**src/rtl/u8to16_pkg.sv**
```systemverilog
// ----------------------------------------------------------------------------
// u8to16_pkg
// Shared types and constants for the UTF-8 to UTF-16 transcoder.
// ----------------------------------------------------------------------------
`default_nettype none

package u8to16_pkg;

	localparam int unsigned FIFO_DEPTH = 4;
	localparam int unsigned CP_W       = 21;
	localparam int unsigned UNIT_W     = 16;
	localparam int unsigned BYTE_W     = 8;

	// byte class limits
	localparam logic [BYTE_W-1:0] ASCII_MAX = 8'h7F;
	localparam logic [BYTE_W-1:0] CONT_MAX  = 8'hBF;
	localparam logic [BYTE_W-1:0] LEAD2_MAX = 8'hDF;
	localparam logic [BYTE_W-1:0] LEAD3_MAX = 8'hEF;

	// payload masks
	localparam logic [BYTE_W-1:0] CONT_MASK  = 8'h3F;
	localparam logic [BYTE_W-1:0] LEAD2_MASK = 8'h1F;
	localparam logic [BYTE_W-1:0] LEAD3_MASK = 8'h0F;
	localparam logic [BYTE_W-1:0] LEAD4_MASK = 8'h07;

	// surrogate forming
	localparam logic [CP_W-1:0]   SUPP_BASE    = 21'h010000;
	localparam logic [UNIT_W-1:0] SURR_HI_BASE = 16'hD800;
	localparam logic [UNIT_W-1:0] SURR_LO_BASE = 16'hDC00;

	// one decoded code point waiting to be written out
	typedef struct packed {
		logic            pair;
		logic [CP_W-1:0] cp;
	} job_t;

endpackage

`default_nettype wire

```
**src/rtl/u8to16_front.sv**
```systemverilog
// ----------------------------------------------------------------------------
// u8to16_front
// Byte classifier: assembles code points and posts finished ones as jobs.
// ----------------------------------------------------------------------------
`default_nettype none

module u8to16_front (
	input  wire                                clk,
	input  wire                                arst_n,
	input  wire                                byte_valid,
	input  wire  [u8to16_pkg::BYTE_W-1:0]      byte_data,
	input  wire                                job_full,
	output logic                               byte_ready,
	output logic                               job_push,
	output u8to16_pkg::job_t                   job
);
	import u8to16_pkg::*;

	logic [CP_W-1:0] pp_q;
	logic [1:0]      pend_q;
	logic [CP_W-1:0] pp_nx;
	logic [1:0]      pend_nx;
	logic            take;

	assign byte_ready = !job_full;
	assign take       = byte_valid && !job_full;

	always_comb begin
		pp_nx   = pp_q;
		pend_nx = pend_q;
		priority if (byte_data <= ASCII_MAX) begin
			pp_nx   = {{(CP_W-BYTE_W){1'b0}}, byte_data};
			pend_nx = 2'd0;
		end else if (byte_data <= CONT_MAX) begin
			if (pend_q != 2'd0) begin
				pp_nx   = {pp_q[CP_W-7:0], byte_data[5:0] & CONT_MASK[5:0]};
				pend_nx = pend_q - 2'd1;
			end
		end else if (byte_data <= LEAD2_MAX) begin
			pp_nx   = {{(CP_W-BYTE_W){1'b0}}, byte_data & LEAD2_MASK};
			pend_nx = 2'd1;
		end else if (byte_data <= LEAD3_MAX) begin
			pp_nx   = {{(CP_W-BYTE_W){1'b0}}, byte_data & LEAD3_MASK};
			pend_nx = 2'd2;
		end else begin
			pp_nx   = {{(CP_W-BYTE_W){1'b0}}, byte_data & LEAD4_MASK};
			pend_nx = 2'd3;
		end
	end

	assign job_push = take && (pend_nx == 2'd0);
	assign job.cp   = pp_nx;
	assign job.pair = |pp_nx[CP_W-1:UNIT_W];

	always_ff @(posedge clk or negedge arst_n) begin
		if (!arst_n) begin
			pp_q   <= '0;
			pend_q <= 2'd0;
		end else if (take) begin
			// a finished sequence leaves an empty accumulator
			pp_q   <= (pend_nx == 2'd0) ? '0 : pp_nx;
			pend_q <= pend_nx;
		end
	end

endmodule

`default_nettype wire

```
**src/rtl/u8to16_fifo.sv**
```systemverilog
// ----------------------------------------------------------------------------
// u8to16_fifo
// Short job queue between the classifier and the unit writer.
// ----------------------------------------------------------------------------
`default_nettype none

module u8to16_fifo #(
	parameter int unsigned Depth = u8to16_pkg::FIFO_DEPTH
) (
	input  wire                    clk,
	input  wire                    arst_n,
	input  wire                    push,
	input  u8to16_pkg::job_t       push_job,
	input  wire                    pop,
	output logic                   full,
	output logic                   head_valid,
	output u8to16_pkg::job_t       head_job
);
	import u8to16_pkg::*;

	localparam int unsigned PtrW = (Depth > 1) ? $clog2(Depth) : 1;
	localparam int unsigned CntW = $clog2(Depth + 1);
	localparam logic [PtrW-1:0] PtrLast = PtrW'(Depth - 1);
	localparam logic [CntW-1:0] CntFull = CntW'(Depth);

	job_t            mem_q [Depth];
	logic [PtrW-1:0] wr_ptr_q;
	logic [PtrW-1:0] rd_ptr_q;
	logic [CntW-1:0] cnt_q;
	logic            do_wr;
	logic            do_rd;

	assign full       = (cnt_q == CntFull);
	assign head_valid = (cnt_q != '0);
	assign head_job   = mem_q[rd_ptr_q];
	assign do_wr      = push && !full;
	assign do_rd      = pop && head_valid;

	always_ff @(posedge clk) begin
		if (do_wr) begin
			mem_q[wr_ptr_q] <= push_job;
		end
	end

	always_ff @(posedge clk or negedge arst_n) begin
		if (!arst_n) begin
			wr_ptr_q <= '0;
			rd_ptr_q <= '0;
			cnt_q    <= '0;
		end else begin
			if (do_wr) begin
				wr_ptr_q <= (wr_ptr_q == PtrLast) ? '0 : wr_ptr_q + 1'b1;
			end
			if (do_rd) begin
				rd_ptr_q <= (rd_ptr_q == PtrLast) ? '0 : rd_ptr_q + 1'b1;
			end
			if (do_wr && !do_rd) begin
				cnt_q <= cnt_q + 1'b1;
			end else if (do_rd && !do_wr) begin
				cnt_q <= cnt_q - 1'b1;
			end
		end
	end

endmodule

`default_nettype wire

```
**src/rtl/u8to16_back.sv**
```systemverilog
// ----------------------------------------------------------------------------
// u8to16_back
// Unit writer: turns jobs into one code unit or a surrogate pair.
// ----------------------------------------------------------------------------
`default_nettype none

module u8to16_back (
	input  wire                                clk,
	input  wire                                arst_n,
	input  wire                                head_valid,
	input  u8to16_pkg::job_t                   head_job,
	input  wire                                unit_ready,
	output logic                               pop,
	output logic                               unit_valid,
	output logic [u8to16_pkg::UNIT_W-1:0]      unit_data,
	output logic                               unit_last
);
	import u8to16_pkg::*;

	logic              valid_q;
	logic              half_q;
	logic [UNIT_W-1:0] unit_q;
	logic              last_q;
	logic              load;
	logic              first_of_pair;
	logic [CP_W-1:0]   v;
	logic [UNIT_W-1:0] hi;
	logic [UNIT_W-1:0] lo;

	assign load          = head_valid && (!valid_q || unit_ready);
	assign first_of_pair = head_job.pair && !half_q;
	assign pop           = load && !first_of_pair;

	assign v  = head_job.cp - SUPP_BASE;
	assign hi = SURR_HI_BASE + {{(UNIT_W-(CP_W-10)){1'b0}}, v[CP_W-1:10]};
	assign lo = SURR_LO_BASE + {{(UNIT_W-10){1'b0}}, v[9:0]};

	always_ff @(posedge clk or negedge arst_n) begin
		if (!arst_n) begin
			valid_q <= 1'b0;
			half_q  <= 1'b0;
		end else if (load) begin
			valid_q <= 1'b1;
			half_q  <= first_of_pair;
		end else if (unit_ready) begin
			valid_q <= 1'b0;
		end
	end

	always_ff @(posedge clk) begin
		if (load) begin
			last_q <= !first_of_pair;
			if (!head_job.pair) begin
				unit_q <= head_job.cp[UNIT_W-1:0];
			end else if (first_of_pair) begin
				unit_q <= hi;
			end else begin
				unit_q <= lo;
			end
		end
	end

	assign unit_valid = valid_q;
	assign unit_data  = unit_q;
	assign unit_last  = last_q;

endmodule

`default_nettype wire

```
**src/rtl/utf8_to_utf16_transcoder.sv**
```systemverilog
// ----------------------------------------------------------------------------
// utf8_to_utf16_transcoder
// Stream converter from UTF-8 bytes to UTF-16 code units.
// ----------------------------------------------------------------------------
// Usage:
//   Slave stream s_axis carries one UTF-8 byte per transfer in tdata[7:0].
//   Master stream m_axis carries one UTF-16 code unit per transfer in
//   tdata[15:0]; tlast marks the final unit caused by one input byte.
//   A byte that completes a code point up to U+FFFF gives one unit, one
//   above gives a surrogate pair (high half first), other bytes give none.
//   A stray continuation byte gives U+0000; a lead byte drops an unfinished
//   sequence.
// Timing:
//   One byte is taken every cycle while the job queue has room. A byte's
//   first unit passes the job queue and the output register; the second
//   half of a pair follows. The writer produces one unit per cycle while
//   m_axis is ready; a pair holds the queue head until both halves load.
// Reset and stalls:
//   arst_n clears the code point accumulator, the queue and the output
//   register. When m_axis stalls, the output unit holds, the queue fills up
//   to FifoDepth jobs, and then s_axis_tready drops.
// ----------------------------------------------------------------------------
`default_nettype none

module utf8_to_utf16_transcoder #(
	parameter int unsigned FifoDepth = u8to16_pkg::FIFO_DEPTH
) (
	input  wire         clk,
	input  wire         arst_n,
	input  wire         s_axis_tvalid,
	output logic        s_axis_tready,
	input  wire  [7:0]  s_axis_tdata,   // [7:0] in_byte
	output logic        m_axis_tvalid,
	input  wire         m_axis_tready,
	output logic [15:0] m_axis_tdata,   // [15:0] code_unit
	output logic        m_axis_tlast    // last_of_item
);
	import u8to16_pkg::*;

	logic job_push;
	job_t job;
	logic job_full;
	logic head_valid;
	job_t head_job;
	logic pop;

	// classify bytes and assemble code points
	u8to16_front u_front (
		.clk        (clk),
		.arst_n     (arst_n),
		.byte_valid (s_axis_tvalid),
		.byte_data  (s_axis_tdata),
		.job_full   (job_full),
		.byte_ready (s_axis_tready),
		.job_push   (job_push),
		.job        (job)
	);

	// hold finished code points so either side can stall alone
	u8to16_fifo #(
		.Depth (FifoDepth)
	) u_fifo (
		.clk        (clk),
		.arst_n     (arst_n),
		.push       (job_push),
		.push_job   (job),
		.pop        (pop),
		.full       (job_full),
		.head_valid (head_valid),
		.head_job   (head_job)
	);

	// write out units, splitting supplementary code points into pairs
	u8to16_back u_back (
		.clk        (clk),
		.arst_n     (arst_n),
		.head_valid (head_valid),
		.head_job   (head_job),
		.unit_ready (m_axis_tready),
		.pop        (pop),
		.unit_valid (m_axis_tvalid),
		.unit_data  (m_axis_tdata),
		.unit_last  (m_axis_tlast)
	);

endmodule

`default_nettype wire
```
**config.mk**
```make
export PLATFORM = sky130hd
export DESIGN_NAME = utf8_to_utf16_transcoder
export DESIGN_NICKNAME = d
export VERILOG_FILES = /design/src/rtl/u8to16_pkg.sv /design/src/rtl/u8to16_front.sv /design/src/rtl/u8to16_fifo.sv /design/src/rtl/u8to16_back.sv /design/src/rtl/utf8_to_utf16_transcoder.sv
export SDC_FILE = /design/constraint.sdc
export NUM_CORES = 1
export LEC_CHECK = 0
export ABC_CLOCK_PERIOD_IN_PS = 3000
export BUFFER_PORTS_ARGS = -buffer_cell sky130_fd_sc_hd__clkbuf_2
export CAP_MARGIN = 20
export CORE_MARGIN = 5
export CORE_UTILIZATION = 26
export CTS_BUF_LIST = sky130_fd_sc_hd__clkbuf_4 sky130_fd_sc_hd__clkbuf_8 sky130_fd_sc_hd__clkbuf_16
export CTS_CLUSTER_SIZE = 10
export DETAILED_ROUTE_END_ITERATION = 8
export PLACE_DENSITY = 0.39
export SYNTH_ARGS = -nofsm -noshare
export SYNTH_HDL_FRONTEND = slang
export SYNTH_SLANG_ARGS = --single-unit
```
**constraint.sdc**
```tcl
create_clock -name clk -period 3 [get_ports clk]
set_input_delay 0 -clock clk [delete_from_list [all_inputs] [get_ports clk]]
set_output_delay 0 -clock clk [all_outputs]
set_load 0.02 [all_outputs]
```
==> flow_summary.ini, run 1 <==
[outcome]
status = finished clean

[worst_setup_path]
slowest_delay_ns = 0.64
critPathRequiredTime_ns = 3.17
r2r_slack_ns = 0.61
end_kind = flop
critPathMaxFanout = 24
r2r_end = u_back.unit_data[10]
r2r-start = u_fifo.rd_ptr_q[0]
slowest_stage = mux4_1
setup.worst_path.start_class = flop
cp-endpoint = u_back.unit_data[10]
crit_cells = 7
cp_cell_sequence = buf_4, mux4_1, inv_1, ha_1, nor3b_2, xor2_1, o22a_1
cpLargestDelayFamily = multiplexers
ff2ff_path_depth = 7
critical_path_buf_inv_count = 2
path_class = flop to flop
cp.arrival_ns = 2.55
critPathLaunch = u_fifo.rd_ptr_q[0]

[routing]
drt_first_pass_iters = 4
first_iter_violations = 192
wl_met2_um = 6410
avgViaCountPerCell = 4.52
drt_wl_total_um = 13100
met1_length_um = 5870
highest_layer = met4
ant_nets = 0
met3_length_um = 700
drc = 0
num_vias = 3144
wl_per_cell_um = 18.8

[place]
port_buffers = 30
place.gp.congestion = 0.722
dpl.cell_count = 655
dp.final_hpwl_um = 8260

[floorplanning]
rows = 54
die_h_um = 158
dieWidth_um = 158
initial_core_util_pct = 26.3
io_pins = 31
dieArea_um2 = 25000
fp.coreArea_um2 = 21700

[logic_synthesis]
syn_area_per_cell_um2 = 16.2
ys_seq_area_share_pct = 69.4
syn_inst = 352
synth_edf_count = 105
synthAdderAreaFrac_pct = 1.89
muxShareOfSynthArea_pct = 11.6
yosysWarnings = 0
synth_xor_area_share_pct = 0.923
syn_nets = 372
synth-compound-area-share_pct = 7.03
netlist_area_um2 = 5690
async_flop_share_pct = 23.4
synth_top_family_by_area = multiplexers
synth_ff_type = edfxtp_1
ys_ff_latch = 137
synth.distinct_cells = 48
synthSimpleGateAreaFrac_pct = 6.44

[sta]
setup_tns_ns = 0
grt_setup_unrepaired = false
setup_viol_count_final = 0
max_slew_margin_pct = 41.7
timing.fmax_ghz = 0.419
hold_viol_final = 0
worst_clock_skew_ns = 0.00841
slew_viol_final = 0
tightest_slew_ns = 0.874
hold_slack_ns = 0.0419
post-route-min-period_ns = 2.39
min_period_over_period_pct = 79.5

[cts]
cts_tree = built
cts_buffer_depth = 2
h-tree-depth = 4
cts_resized = 0
clock_sinks = 137
cts-root-buf = clkbuf_16
clk_pin_slew_ns = 0.06
numCtsBuffers = 17
worstSkewPairLatency_ns = 0.41

[power_and_ir_drop]
p_per_area_nw_per_um2 = 970
p_comb_share_pct = 29.1
internal_power_w = 0.00460
clkPwrFrac_pct = 31.0
vdd_ir_drop_max_mv = 0.502
p_sw_w = 0.00205
leakage_nw = 2.51
swShare_pct = 30.9
total_power_w = 0.00665
seqPwrFrac_pct = 39.8

[global_route]
grt.overflow.total = 0
grt_max_degree = 33
grt_pass1_wl_um = 20800
track_usage_pct = 11.4
antenna_found_initial = 0
grt_pass1_vias = 3433

[worst_hold_path]
min-delay-start = s_axis_tdata[7]
hold_path_class = input pin to flop

[layout]
drive_gt1_share_pct = 28.4
nets = 423
antenna_cells = 0
instances_no_fill = 696
synthToLayoutAreaGrowth_pct = 20.5

[run]
maxCapViolCount = 0
cells in the final DEF, fill, tap and decap left out, types with 5 or more instances in the layout:
master | synthesis | final
or2_2 | 5 | 5
clkinvlp_4 | 0 | 5
mux4_2 | 21 | 21
clkbuf_16 | 0 | 17
mux2_2 | 10 | 10
clkbuf_2 | 1 | 30
o21ai_0 | 12 | 12
nand2_1 | 42 | 42
a21oi_1 | 16 | 15
nor2_1 | 6 | 6
a22o_1 | 16 | 16
and3_1 | 5 | 5
nand3_1 | 5 | 5
dfrtp_1 | 32 | 32
buf_4 | 2 | 13
dlygate4sd3_1 | 0 | 9
edfxtp_1 | 105 | 105
ha_1 | 7 | 7
inv_1 | 10 | 10
metrics by stage:
stage	instance area [um2]	utilization (%)	worst slack, ns
5_1_grt	6860	31.6	0.409
2_1_floorplan	5690	-	0.246
6_report	6860	31.6	0.615
3_3_place_gp	6180	28.5	0.586
4_1_cts	6860	31.6	0.549
3_5_place_dp	6180	28.5	0.549
power by group through the flow:
| stage | Sequential, W | Clock, W | Combinational [W] |
|---|---|---|---|
| after floorplan | 0.00283 | 0 | 0.00125 |
| after global placement | 0.00269 | 0 | 0.00200 |
| after detailed placement | 0.00270 | 0 | 0.00200 |
| after CTS | 0.00266 | 0.00212 | 0.00202 |
| after global routing | 0.00269 | 0.00221 | 0.00216 |
| final | 0.00265 | 0.00206 | 0.00194 |
synthesized netlist by cell type, types with 2 or more instances:
master / number / area (um2)
nand3_1: 5 / 25.0
inv_1: 10 / 37.5
o2bb2ai_1: 2 / 17.5
mux2i_1: 2 / 20.0
mux4_2: 21 / 473
nand2_1: 42 / 158
ha_1: 7 / 87.6
buf_4: 2 / 15.0
dfrtp_1: 32 / 801
or2_2: 5 / 31.3
clkbuf_1: 7 / 26.3
and3_1: 5 / 31.3
xor2_1: 3 / 26.3
mux2_4: 2 / 30.0
xnor2_1: 3 / 26.3
nor3_1: 2 / 10.0
buf_2: 6 / 30.0
nor2_1: 6 / 22.5
buf_6: 3 / 33.8
a21oi_1: 16 / 80.1
or4_1: 2 / 15.0
o21ai_0: 12 / 60.1
a41oi_1: 3 / 26.3
mux2_2: 10 / 113
edfxtp_1: 105 / 3150
a22o_1: 16 / 140
o21a_1: 2 / 15.0
layer usage:
metal	GRT usage [%]	vias up
li1	-	1453
met1	14.8	1605
met2	18.5	78
met3	3.39	8
met4	3.41	0
met5	0	-
worst min-delay path by stage:
stage / slack (ns) / endpoint / cells after the start
6_report: 0.04 / u_front.pp_q[5] / 3
4_1_cts: 0.01 / u_front.pp_q[5] / 3
2_1_floorplan: -0.30 / u_back.half_q / 0
5_1_grt: 0.07 / u_front.pp_q[5] / 3
3_5_place_dp: 0.16 / u_fifo.cnt_q[1] / 1
3_3_place_gp: 0.17 / u_fifo.cnt_q[1] / 1
what timing repair did:
| item | 4_1_cts | 5_1_grt |
|---|---|---|
| buffers inserted | 0 | 0 |
| endpoints found under the hold margin | 48 | 0 |
| hold buffers | 9 | 0 |
registers in the layout (all words and copies together) (netlist names):
| name | cells |
|---|---|
| u_back.unit_last | 1 |
| u_back.unit_valid | 1 |
| u_fifo.mem_q | 88 |
| u_front.pp_q | 21 |
| u_back.half_q | 1 |
| u_fifo.cnt_q | 3 |
| u_back.unit_data | 16 |
| u_fifo.wr_ptr_q | 2 |
| u_fifo.rd_ptr_q | 2 |
| u_front.pend_q | 2 |
kinds of logic after synthesis:
| kind of cell | after synthesis |
|---|---|
| buffers and inverters | 30 |
| multiplexers | 36 |
| AND/OR/NAND/NOR | 76 |
| AO/OA/AOI/OAI | 59 |
| XOR/XNOR | 6 |
| flip-flops | 137 |
| adder cells (fa/ha/maj) | 8 |
tightest hold or removal path, cell delays in order:
cell      delay [ns]
clkbuf_2        0.20
nand4_1         0.14
o21ai_0         0.07
final cells by class:
class,count,area [um2]
fillers,2108,14800
repair buffers,52,338
inverters,10,37.5
well taps,280,350
multi-input cells,185,1590
clock buffers,21,462
clock inverters,11,125
flip-flops and latches,137,3950
No activity file was read; power rests on OpenSTA's default activity.
==> run 2: changes to the inputs <==
- ABC_CLOCK_PERIOD_IN_PS: 3000 -> 2100
- PLACE_DENSITY: 0.39 -> 0.4
- clock period: 3 -> 2.1 ns (I/O delays scaled with it)
==> run 2 against run 1 <==
  * The flow now finishes with violations (setup timing)
  * Final cell count is 2.9% higher
  * Final area up 4.3%
  * Routed wire length shrank 0.99%
  * Critical path type unchanged
  * Largest power group unchanged
==> flow_summary.ini, run 2 (synthesized netlist as in run 1, its figures left out) <==
[cts]
cts_tree = built
cts_buffer_depth = 2
worstSkewPairLatency_ns = 0.41
h-tree-depth = 4
numCtsBuffers = 17
cts-root-buf = clkbuf_16
clk_pin_slew_ns = 0.06
clock_sinks = 137

[routing]
drt_wl_total_um = 13000
drt_first_pass_iters = 4
drc = 0
num_vias = 3208
first_iter_violations = 169
ant_nets = 0
wl_per_cell_um = 18.1
avgViaCountPerCell = 4.48

[global_route]
grt_use_met2_pct = 16.9
grt_use_met3_pct = 2.54
grt_pass1_wl_um = 20200
grt_most_used_layer = met2
grt_pass1_vias = 3447
grt.overflow.total = 0
track_usage_pct = 11.1
grt_max_degree = 33
antenna_found_initial = 0
use_met1_pct = 15.0

[layout]
mostFrequentLayoutCells = edfxtp_1 (105), nand2_1 (42), dfrtp_1 (32), clkbuf_2 (30), buf_4 (25)
nets = 443
largest_register_ffs = 88
drive_gt1_share_pct = 33.3
synthToLayoutAreaGrowth_pct = 25.6
instances_no_fill = 716
top_register = u_fifo.mem_q
antenna_cells = 0
final_core_util_pct = 33.0
layout_commonest_cell = edfxtp_1

[sta]
tightest_slew_ns = 0.896
min_period_over_period_pct = 101
post-route-min-period_ns = 2.12
timing.fmax_ghz = 0.471
grt_setup_unrepaired = true
setup_viol_count_final = 1
worst_clock_skew_ns = 0.00599
max_slew_margin_pct = 40.3
setup_tns_ns = -0.0222
hold_viol_final = 0
slew_viol_final = 0
fin_ws_ns = -0.0222

[worst_hold_path]
holdPathStages = 4
min-delay-start = s_axis_tvalid
hold_path_class = input pin to flop
min_to = u_fifo.wr_ptr_q[0]

[worst_setup_path]
cp.arrival_ns = 2.42
critPathMaxFanout = 2
slowest_stage = mux4_2
r2r-start = u_fifo.rd_ptr_q[0]
r2r_slack_ns = -0.02
slowest_delay_ns = 0.56
critPathRequiredTime_ns = 2.40
path_class = flop to flop
end_kind = flop
r2r_end = u_fifo.cnt_q[1]
setup.worst_path.start_class = flop
cp_cell_sequence = mux4_2, nand2b_4, nand2_4, ha_4, inv_2, fa_1, mux2_2
ff2ff_path_depth = 7

[power_and_ir_drop]
internal_power_w = 0.00702
p_sw_w = 0.00302
seqPwrFrac_pct = 37.6
clkPwrFrac_pct = 30.6
swShare_pct = 30.1
p_per_area_nw_per_um2 = 1400
vdd_ir_drop_max_mv = 0.580
leakage_nw = 2.66
total_power_w = 0.0100
p_comb_share_pct = 31.8

[place]
place.gp.congestion = 0.730
post-place-ws_ns = -0.0207
dpl.cell_count = 673
dp.final_hpwl_um = 8290
port_buffers = 30

[run]
maxCapViolCount = 0

[outcome]
violations = setup timing
status = finished, violations left

[floorplanning]
dieArea_um2 = 25000
io_pins = 31
rows = 54
initial_core_util_pct = 26.3
dieWidth_um = 158
fp.coreArea_um2 = 21700
die_h_um = 158
run 2: cell types whose count changed in the layout (fill, tap and decap cells not counted), sizes merged:
cell / change
buf: +19
clkinv: +6
clkinvlp: -4
bufinv: +2
clkbuf: -3
run 2: cell type report:
type	count	area (um2)
Clock buffer	17	425
Fill cell	2127	14500
Inverter	10	37.5
Sequential cell	137	3950
Timing Repair Buffer	72	576
Multi-Input combinational cell	185	1630
Clock inverter	15	181
Tap cell	280	350
run 2: worst max-delay path by stage:
stage | startpoint | to | slack (ns)
detailed placement | u_fifo.rd_ptr_q[0] | u_fifo.cnt_q[1] | -0.02
global route | u_fifo.rd_ptr_q[0] | u_fifo.cnt_q[1] | -0.08
global placement | u_fifo.rd_ptr_q[0] | u_back.unit_data[11] | 0.04
finish | u_fifo.rd_ptr_q[0] | u_fifo.cnt_q[1] | -0.02
CTS | u_fifo.rd_ptr_q[0] | u_fifo.cnt_q[1] | -0.03
floorplan | u_fifo.rd_ptr_q[0] | u_fifo.cnt_q[1] | -0.23
run 2: timing repair:
item	in CTS	in global routing
endpoints found under the setup margin	1	13
cloned	0	1
buffers inserted	0	1
hold endpoints to repair	43	0
gates resized for setup	0	7
hold buffers	9	0
run 2: power groups by stage:
| stage | clock [W] | sequential [W] | combinational, W |
|---|---|---|---|
| after floorplan | 0 | 0.00404 | 0.00182 |
| after global placement | 0 | 0.00382 | 0.00312 |
| after detailed placement | 0 | 0.00383 | 0.00313 |
| after CTS | 0.00316 | 0.00378 | 0.00316 |
| after global routing | 0.00329 | 0.00382 | 0.00350 |
| final | 0.00308 | 0.00377 | 0.00319 |
run 2: per-stage QoR:
step                hold WS, ns  area, um2
finish                   0.0373       7150
global route             0.0397       7150
CTS                      0.0343       7100
detailed placement        0.168       6400
global placement          0.172       6390
floorplan                -0.296       5720
run 2: critical path: cells and delay by family (launching register included):
kind | cells | cell delay [ns]
multiplexers | 2 | 0.83
adder cells (fa/ha/maj) | 2 | 0.57
flip-flops | 1 | 0.39
AND/OR/NAND/NOR | 2 | 0.17
buffers and inverters | 1 | 0.05
run 2: per-layer routing:
| metal | vias to the layer above | wire, um |
|---|---|---|
| met5 | - | 0 |
| met4 | 0 | 338 |
| met3 | 19 | 451 |
| li1 | 1493 | - |
| met2 | 64 | 6040 |
| met1 | 1632 | 6140 |
==> run 3: changes to the inputs <==
- ABC_AREA: default -> 1
==> run 3 against run 2 <==
  * The run now ends clean
  * Synthesized cell count is 46% higher
  * First-iteration DRC count is 44% higher
  * Total power is 8.5% higher
  * Global-route usage is 0.65 points higher
  * Routed wire length is 10% higher
  * Hold slack worse by 0.018 ns
  * Combinational power is 16% higher
  * Die area is 2.1% higher
  * Sequential cell count stayed put
  * Clock skew is 0.0049 ns higher
  * Critical path type unchanged
==> flow_summary.ini, run 3 <==
[cts]
cts-root-buf = clkbuf_16
clock_sinks = 137
h-tree-depth = 4
numCtsBuffers = 17
clk_pin_slew_ns = 0.06
worstSkewPairLatency_ns = 0.42
cts_tree = built
cts_buffer_depth = 2

[layout]
instances_no_fill = 869
synthToLayoutAreaGrowth_pct = 24.9
mostFrequentLayoutCells = nand2_1 (114), edfxtp_1 (105), o21ai_0 (57), inv_1 (33), dfrtp_1 (31)
drive_gt1_share_pct = 22.9
layout_commonest_cell = nand2_1
antenna_cells = 0
nets = 596
top_register = u_fifo.mem_q
largest_register_ffs = 88

[logic_synthesis]
synth_commonest_cells = nand2_1 (117), edfxtp_1 (105), o21ai_0 (58), inv_1 (37), nor2_1 (34)
synth.top_cell.area_share_pct = 54.1
syn_inst = 514
async_flop_share_pct = 23.4
syn_area_per_cell_um2 = 11.3
synth_edf_count = 105
synth_ff_type = edfxtp_1
synth_top_area_cell = edfxtp_1
yosysWarnings = 0
syn_nets = 534
synth_area_leaders = edfxtp_1 (54%), dfrtp_1 (14%), nand2_1 (7.5%)
netlist_area_um2 = 5820
synth_most_common_cell = nand2_1
ys_seq_area_share_pct = 67.9
ys_ff_latch = 137
synth.distinct_cells = 36

[sta]
max_slew_margin_pct = 38.1
hold_slack_ns = 0.0191
min_period_over_period_pct = 94.0
hold_viol_final = 0
setup_viol_count_final = 0
worst_clock_skew_ns = 0.0108
setup_tns_ns = 0
timing.fmax_ghz = 0.507
tightest_slew_ns = 0.928
slew_viol_final = 0
post-route-min-period_ns = 1.97

[global_route]
grt_use_met3_pct = 3.17
track_usage_pct = 11.7
grt_max_degree = 33
grt_pass1_wl_um = 22700
grt_pass1_vias = 3996
grt.overflow.total = 0
grt_most_used_layer = met2
grt_use_met2_pct = 18.4
use_met1_pct = 15.5
antenna_found_initial = 0

[worst_setup_path]
slowest_delay_ns = 0.44
end_kind = flop
r2r_end = u_fifo.cnt_q[2]
r2r_slack_ns = 0.13
slowest_stage = dfrtp_2
ff2ff_path_depth = 13
cp_cell_sequence = clkinv_4, nand2_2, nand3_2, nand2_4, nor2_4, inv_2, nand2_4, ha_4, inv_2, fa_2, a21oi_2, o21ai_1, xor2_1
critPathRequiredTime_ns = 2.39
r2r-start = u_fifo.rd_ptr_q[0]
path_class = flop to flop
cp.arrival_ns = 2.27
critPathMaxFanout = 5
setup.worst_path.start_class = flop

[floorplanning]
initial_core_util_pct = 26.5
io_pins = 31
fp.coreArea_um2 = 22000
dieWidth_um = 160
rows = 54
die_h_um = 160
dieArea_um2 = 25500

[place]
place.gp.congestion = 0.741
dpl.cell_count = 832
dp.final_hpwl_um = 9600
port_buffers = 30

[routing]
avgViaCountPerCell = 4.46
wl_per_cell_um = 16.4
drt_first_pass_iters = 4
drc = 0
drt_wl_total_um = 14300
first_iter_violations = 244
ant_nets = 0
num_vias = 3874

[worst_hold_path]
min_to = u_fifo.mem_q[3][2]
holdPathStages = 4
hold_path_class = input pin to flop
min-delay-start = s_axis_tdata[2]

[run]
maxCapViolCount = 0

[power_and_ir_drop]
leakage_nw = 2.86
total_power_w = 0.0109
vdd_ir_drop_max_mv = 0.633
p_per_area_nw_per_um2 = 1500

[outcome]
status = finished clean
run 3: worst max path at each step:
stage	startpoint	endpoint	slack (ns)	depth (start not counted)
final	u_fifo.rd_ptr_q[0]	u_fifo.cnt_q[2]	0.13	13
after detailed placement	u_fifo.rd_ptr_q[0]	u_fifo.cnt_q[2]	0.12	13
after global routing	u_fifo.rd_ptr_q[0]	u_fifo.cnt_q[2]	-0.001	13
after CTS	u_fifo.rd_ptr_q[0]	u_fifo.cnt_q[2]	0.10	13
after global placement	u_fifo.rd_ptr_q[0]	u_fifo.cnt_q[2]	0.12	13
after floorplan	u_fifo.rd_ptr_q[0]	u_fifo.cnt_q[2]	-0.02	15
run 3: kinds of logic (layout without fill, tap and decap cells):
family | Yosys count | count (layout) | synth area share [%]
AO/OA/AOI/OAI | 112 | 112 | 10.8
XOR/XNOR | 2 | 2 | 0.301
adder cells (fa/ha/maj) | 8 | 8 | 1.85
buffers and inverters | 66 | 141 | 5.05
flip-flops | 137 | 137 | 67.9
AND/OR/NAND/NOR | 189 | 189 | 14.1
run 3: critical path, delay by kind of cell (launching register included):
kind,cells,cell delay [ns]
fa+ha+maj,2,0.52
flops,1,0.44
simple gates,5,0.35
compound gates,2,0.21
buf+inv,3,0.18
xor+xnor,1,0.14
run 3: final cells by class:
type                    count  area [um2]
fillers                  2167       14700
flip-flops and latches    137        3960
multi-input cells         311        1660
repair buffers             65         480
clock buffers              18         433
well taps                 280         350
clock inverters            14         219
inverters                  44         173
run 3: per-stage QoR:
stage	cell area, um2	utilization (%)	setup WS [ns]
5_1_grt	7270	33.1	-0.00110
3_5_place_dp	6570	29.9	0.122
2_1_floorplan	5910	-	-0.0181
4_1_cts	7240	33.0	0.104
6_report	7270	33.1	0.126
3_3_place_gp	6570	29.9	0.121
run 3: routing by layer:
layer,vias up,share of wire [%]
met5,-,0
met4,0,1.2
met3,12,4.6
met2,79,47
met1,1879,47
li1,1904,-
run 3: power breakdown:
part | total, W | internal [W] | leakage [nW] | switching [W]
clock network | 0.00329 | 0.00213 | 0.315 | 0.00116
registers | 0.00389 | 0.00368 | 1.40 | 0.000211
logic | 0.00370 | 0.00125 | 1.15 | 0.00245
run 3: timing repair:
action / CTS / global route
hold endpoints to repair: 33 / 0
resized for setup: 0 / 5
setup endpoints to repair: 0 / 2
buffers inserted: 0 / 3
hold buffers: 2 / 0
